**config.mk**
```make
export PLATFORM = sky130hd
export DESIGN_NAME = knn_dist_pipe
export DESIGN_NICKNAME = d
export VERILOG_FILES = /design/src/design/knn_pkg.sv /design/src/design/knn_dist_pipe.sv
export SDC_FILE = /design/constraint.sdc
export NUM_CORES = 1
export LEC_CHECK = 0
export BUFFER_PORTS_ARGS = -buffer_cell sky130_fd_sc_hd__buf_2
export CAP_MARGIN = 20
export CORE_ASPECT_RATIO = 0.7
export CORE_MARGIN = 2
export CORE_UTILIZATION = 64
export CTS_CLUSTER_SIZE = 25
export DETAILED_ROUTE_END_ITERATION = 6
export HOLD_SLACK_MARGIN = 0.12
export PLACE_DENSITY_LB_ADDON = 0.08
export SYNTH_ARGS = -nofsm -noshare
export SYNTH_HDL_FRONTEND = slang
export SYNTH_SLANG_ARGS = --single-unit
```
**constraint.sdc**
```tcl
create_clock -name clk -period 7.7 [get_ports clk]
set_clock_uncertainty 0.2 [all_clocks]
set_input_delay 1.155 -clock clk [delete_from_list [all_inputs] [get_ports clk]]
set_output_delay 1.155 -clock clk [all_outputs]
set_load 0.02 [all_outputs]
```
**src/design/knn_pkg.sv**
```systemverilog
// Shared types, codes and constants for the k-nearest-neighbor classifier.
// Depends on nothing; every other design file imports it.
package knn_pkg;

    localparam int FEATURE_WIDTH = 16;
    localparam int DEF_MAX_REFERENCES = 256;
    localparam int DEF_MAX_FEATURES = 16;
    localparam int DEF_MAX_CLASSES = 16;

    localparam int REQ_W = 2;
    localparam int REF_INDEX_W = 8;
    localparam int FEATURE_INDEX_W = 4;
    localparam int LABEL_W = 4;
    localparam int CFG_INDEX_W = 2;
    localparam int CFG_DATA_W = 9;
    localparam int K_W = 9;
    localparam int N_W = 9;
    localparam int P_W = 5;
    localparam int C_W = 5;

    localparam logic [REQ_W-1:0] REQ_REF_FEATURE = 2'd0;
    localparam logic [REQ_W-1:0] REQ_REF_LABEL = 2'd1;
    localparam logic [REQ_W-1:0] REQ_QUERY = 2'd2;

    localparam logic [CFG_INDEX_W-1:0] CFG_NEIGHBOR = 2'd0;
    localparam logic [CFG_INDEX_W-1:0] CFG_REFERENCE = 2'd1;
    localparam logic [CFG_INDEX_W-1:0] CFG_FEATURE = 2'd2;
    localparam logic [CFG_INDEX_W-1:0] CFG_CLASS = 2'd3;

    localparam logic [K_W-1:0] K_RESET = 9'd1;
    localparam logic [N_W-1:0] N_RESET = 9'd0;
    localparam logic [P_W-1:0] P_RESET = 5'd1;
    localparam logic [C_W-1:0] C_RESET = 5'd2;

    typedef enum logic [2:0] {
        ST_IDLE,
        ST_CLEAR,
        ST_DIST,
        ST_SEARCH,
        ST_VOTE_LT,
        ST_VOTE_EQ,
        ST_ARGMAX,
        ST_DONE
    } state_t;

    typedef struct packed {
        logic valid;
        logic first;
        logic last;
    } dist_ctl_t;

endpackage

```
**src/design/knn_dist_pipe.sv**
```systemverilog
// Squared-distance pipeline: difference, square, accumulate over features.
// Emits one distance per reference on its last feature; uses knn_pkg.
module knn_dist_pipe
    import knn_pkg::*;
#(
    parameter int MAX_FEATURES = DEF_MAX_FEATURES,
    localparam int DIST_W = 2 * FEATURE_WIDTH + $clog2(MAX_FEATURES)
)
(
    input  logic                     clk,
    input  logic                     rst_n,
    input  dist_ctl_t                ctl,
    input  logic [FEATURE_WIDTH-1:0] ref_q,
    input  logic [FEATURE_WIDTH-1:0] qry_q,
    output logic                     wr_valid,
    output logic [DIST_W-1:0]        wr_data
);

    localparam int SQ_W = 2 * FEATURE_WIDTH;

    dist_ctl_t                s1_ctl_reg;
    dist_ctl_t                s2_ctl_reg;
    logic [FEATURE_WIDTH-1:0] s1_abs_reg;
    logic [SQ_W-1:0]          s2_sq_reg;
    logic [DIST_W-1:0]        acc_reg;
    logic [FEATURE_WIDTH:0]   diff;
    logic [FEATURE_WIDTH:0]   diff_abs;
    logic [DIST_W-1:0]        sum;

    always_comb
    begin
        diff = {qry_q[FEATURE_WIDTH-1], qry_q} - {ref_q[FEATURE_WIDTH-1], ref_q};
        diff_abs = diff[FEATURE_WIDTH] ? (~diff + 1'b1) : diff;
        sum = (s2_ctl_reg.first ? '0 : acc_reg) + DIST_W'(s2_sq_reg);
    end

    always_ff @(posedge clk or negedge rst_n)
    begin
        if (!rst_n)
        begin
            s1_ctl_reg <= '0;
            s2_ctl_reg <= '0;
        end
        else
        begin
            s1_ctl_reg <= ctl;
            s2_ctl_reg <= s1_ctl_reg;
        end
    end

    always_ff @(posedge clk)
    begin
        s1_abs_reg <= diff_abs[FEATURE_WIDTH-1:0];
        s2_sq_reg <= SQ_W'(s1_abs_reg) * SQ_W'(s1_abs_reg);
        if (s2_ctl_reg.valid)
        begin
            acc_reg <= sum;
        end
    end

    assign wr_valid = s2_ctl_reg.valid && s2_ctl_reg.last;
    assign wr_data = sum;

endmodule
```
Word level (Yosys, flattened, before mapping)
Cells that the tools add are included.
Widths: inputs -> output; s select.
{ "word_totals": {"ff_bits": 90, "elab_cells": 17} }
{ "classes": {"n_addsub": 3, "multipliers": 1, "mux": 2, "n_bitwise": 1, "n_reduce_logical": 1} }
{ "ops": {"columns": ["cell", "count"], "rows": [
  ["$add 36x32->36", 1],
  ["$mux 36", 1],
  ["$mul 16x16->32", 1],
  ["$sub 16x16->17", 1],
  ["$add 16x1->16 const B", 1],
  ["$mux 16", 1],
  ["$not 16->16", 1],
  ["$logic_and 1x1->1", 1]
]} }

Longest topological paths before layout
{ "depth": {"word_depth": 4, "depth_mapped": 25, "mapped_depth_nobuf": 24} }

Least setup slack after synthesis
No wires, ideal clock.
{ "synth_path": {"kind": "register to register", "startpoint": "register s1_abs_reg[4]", "endpoint": "register s2_sq_reg[31]", "arrival_ps": 5920, "required_ps": 7379, "path_slack_ps": 1459, "setup_time_ps": 121, "stages_incl_launch_ff": 23, "path_cell_list": "dfxtp_1 clkbuf_1 clkbuf_1 nand2_1 fa_1 fa_1 inv_1 fa_1 fa_1 fa_1 inv_1 fa_1 inv_1 ha_1 and3_1 nand2_1 a21oi_1 a21oi_1 o311a_1 o31a_1 o2111ai_1 a21oi_1 xnor2_1"} }
{ "synth_via": {"elab_chain_len": 1} }
{ "synth_lines": {"columns": ["element", "line_no", "text"], "rows": [
  ["start: declaration", "knn_dist_pipe.sv:23", "logic [FEATURE_WIDTH-1:0] s1_abs_reg;"],
  ["start signal: assignment", "knn_dist_pipe.sv:53", "s1_abs_reg <= diff_abs[FEATURE_WIDTH-1:0];"],
  ["$mul 16x16->32", "knn_dist_pipe.sv:54", "s2_sq_reg <= SQ_W'(s1_abs_reg) * SQ_W'(s1_abs_reg);"],
  ["end signal: assignment", "knn_dist_pipe.sv:54", null],
  ["end: declaration", "knn_dist_pipe.sv:24", "logic [SQ_W-1:0] s2_sq_reg;"]
]} }
No other way between the ends.
A chain may end at the register's enable or synchronous reset.

Worst setup path after layout
{ "layout_path": {"startpoint": "register s1_abs_reg[11]", "endpoint": "register s2_sq_reg[31]"} }
The elaborated chain is that of the path after synthesis.

==> run metrics <==
type of destination of the critical path flip-flop; detailed-route wire length 25300 µm; launch instance of the worst min-delay path s1_ctl_reg[1]$_DFF_PN0_; flip-flop count of the largest register after layout 36; Synthesis Warnings 0; #FFs+latches synth roughly 90; detailed-router iteration count before antenna repair 5; share of cell area taken by muxes after synthesis 0.341%; total of max-cap violations 0; Cell Rows between 40 and 50; timing startpoint of the critical path s1_abs_reg[11]$_DFF_P_; share of the synthesized netlist area taken by xor and xnor gates under 10%; cell type with the largest total area after synthesis sky130_fd_sc_hd__fa_1; starting utilization of the core area 65.6%; clock network latency to the later pin of the worst-skew pair 0.35 ns; share of flip-flops with an asynchronous set or reset after synthesis 6.74%; share of the clock period used by the worst path after layout 88.3%; worst path buffer plus inverter count 5; count of endpoints failing setup in the final report 0; number of enable flip-flop cells after synthesis 36; Crit path max-delay family adder cells; clk root buf sky130_fd_sc_hd__clkbuf_16; slowest stage cell, crit path sky130_fd_sc_hd__dfxtp_1; run status complete, no violations; Top FF cell, synth sky130_fd_sc_hd__dfxtp_1; Antenna diodes 0; post-DR vias/cell 5.46; Crit path required time 7.75 ns; maximum fanout along the worst path 13; post-detailed-route count of antenna-violating nets 0; TNS Setup 0 ns; Top cell by count, worst path sky130_fd_sc_hd__fa_1; worst r2r src s1_abs_reg[11]$_DFF_P_; die span in y 121 µm; number of levels in the clock H-tree 3; most frequently used cell type in the post-synthesis netlist sky130_fd_sc_hd__inv_1; slack of the critical path 0.897 ns; Post-DP HPWL 20700 µm; placer congestion estimate just over 0.9; Inserted Clock Buffers 9; number of failing hold endpoints at the final stage 0; synth-to-layout area growth 7.36%; worst max-slew margin expressed relative to the limit between 40% and 50%; total global-route track usage 27.0%; Mapped Cells 1370; detail-routed net length per standard cell 14.9 µm; first-pass GRT wire length 44100 µm; maximum number of pins on one net before global-route repair 37; arrival time of the worst setup path 6.85 ns; post-layout utilization of the core a little over two thirds; f_max 147 MHz; Critical Path Start Type flip-flop; Period minus WS final 6.80 ns; violation count after the first detailed-routing iteration 655; list of most frequent post-synthesis cells sky130_fd_sc_hd__inv_1, sky130_fd_sc_hd__fa_1, sky130_fd_sc_hd__ha_1, sky130_fd_sc_hd__nand2_1, sky130_fd_sc_hd__a21oi_1; post-synthesis sequential area ratio 17.4%; count of pins on the block boundary 74; share of layout cells above drive strength 1 7.81%; final routed DRC violation total 0; Avg Synthesized Cell Area 9.11 µm²; Sink Count between 80 and 90; complex-gate fraction of the synthesized area about 13%; vias in the first global route around 9.3k; share of synthesized cell area in and, or, nand and nor gates 12.8%; area of the die between 0.02 and 0.025 mm²; total overflow reported by the global router 0; Worst Hold Class flip-flop to flip-flop; top cell type's share of synthesized area around a quarter; Syn Nets 1720; adder and majority cell fraction of the synthesized area 41.4%; number of nets in the finished design 1779; combinational family with the most area after synthesis adder cells; number of antenna violations at the first check in global routing 0; count of pins over their slew limit 0; maximum count of clock buffers along a single path 2; CTS tree yes; RSZ-0062 raised after global routing no; total of cells resized after clock tree synthesis 0; Least-Margin Pin Slew 0.832 ns; critical path class flip-flop to flip-flop; number of hold buffers added after cts 0; Port Buffers 73; number of different library cells in the post-synthesis netlist 64; vias post-DR 9271; postcts setup bufs 0; Area contributors post-synth sky130_fd_sc_hd__fa_1, sky130_fd_sc_hd__ha_1, sky130_fd_sc_hd__inv_1; Post-Syn Area 0.0125 mm²; Setup Slack @ Placement 0.995 ns; crit-path cells inv_1 -> nor2_1 -> fa_1 -> inv_1 -> fa_1 -> inv_1 -> fa_1 -> fa_1 -> fa_1 -> inv_1 -> fa_1 -> inv_1 -> ha_1 -> and3_1 -> nand2_1 -> a21oi_1 -> a21oi_1 -> o311a_1 -> o31a_1 -> o2111ai_1 -> a21oi_1 -> xnor2_1; die width 171 µm; highest cell delay on the worst timing path 0.70 ns; CORE AREA 0.0190 mm²; Clock Pin Slew Worst Setup and Hold Paths 0.07 ns
through the flow:
step / cells / cell area [µm²] / hold WS, ns
floorplan: 1370 / 12500 / 0.131
global placement: 1682 / 13100 / 0.131
detailed placement: 1682 / 13100 / 0.135
CTS: 1698 / 13400 / 0.151
global route: 1698 / 13400 / 0.157
finish: 1698 / 13400 / 0.150
path summary, 6_finish.rpt:
| check | slack [ns] | depth (start not counted) | end |
|---|---|---|---|
| max | 0.90 | 22 | s2_sq_reg[31]$_DFF_P_ |
| max reg2reg | 0.90 | 22 | s2_sq_reg[31]$_DFF_P_ |
| min in group asynchronous | 0.41 | 1 | s2_ctl_reg[1]$_DFF_PN0_ |
| min | 0.15 | 0 | s2_ctl_reg[1]$_DFF_PN0_ |
| min reg2reg | 0.15 | 0 | s2_ctl_reg[1]$_DFF_PN0_ |
| max in group asynchronous | 6.76 | 1 | s1_ctl_reg[1]$_DFF_PN0_ |
cell families (layout without fill, tap and decap cells):
family | Yosys count | in the layout
AO/OA/AOI/OAI | 233 | 233
multiplexers | 4 | 4
buffers and inverters | 324 | 388
AND/OR/NAND/NOR | 325 | 325
XOR/XNOR | 82 | 82
flip-flops | 89 | 89
adder cells (fa/ha/maj) | 313 | 313
cell type report:
type                    count  area [µm²]
multi-input cells         957        9090
fillers                  1530        5630
flip-flops and latches     89        2170
inverters                 297        1110
repair buffers             75         380
well taps                 264         330
clock buffers              11         264
clock inverters             5        45.0
cell usage in the layout, fill, tap and decap left out, types with 46 or more instances in the layout:
master,netlist,layout
sky130_fd_sc_hd__a21oi_1,63,63
sky130_fd_sc_hd__ha_1,147,147
sky130_fd_sc_hd__inv_1,297,297
sky130_fd_sc_hd__xnor2_1,58,58
sky130_fd_sc_hd__o21ai_0,46,46
sky130_fd_sc_hd__nand2_1,119,119
sky130_fd_sc_hd__fa_1,166,166
sky130_fd_sc_hd__buf_2,0,73
sky130_fd_sc_hd__dfxtp_1,47,47
sky130_fd_sc_hd__nor2_1,52,52
layer usage:
metal	wire length (µm)	track usage, %	vias up
li1	-	-	4505
met1	12200	39.4	4483
met2	11500	43.3	251
met3	1380	4.03	32
met4	300	5.19	0
met5	0	0	-
Power is left out: the tool's default activity adds up to more than one toggle a clock period on the data nets, which glitch-free logic cannot reach.
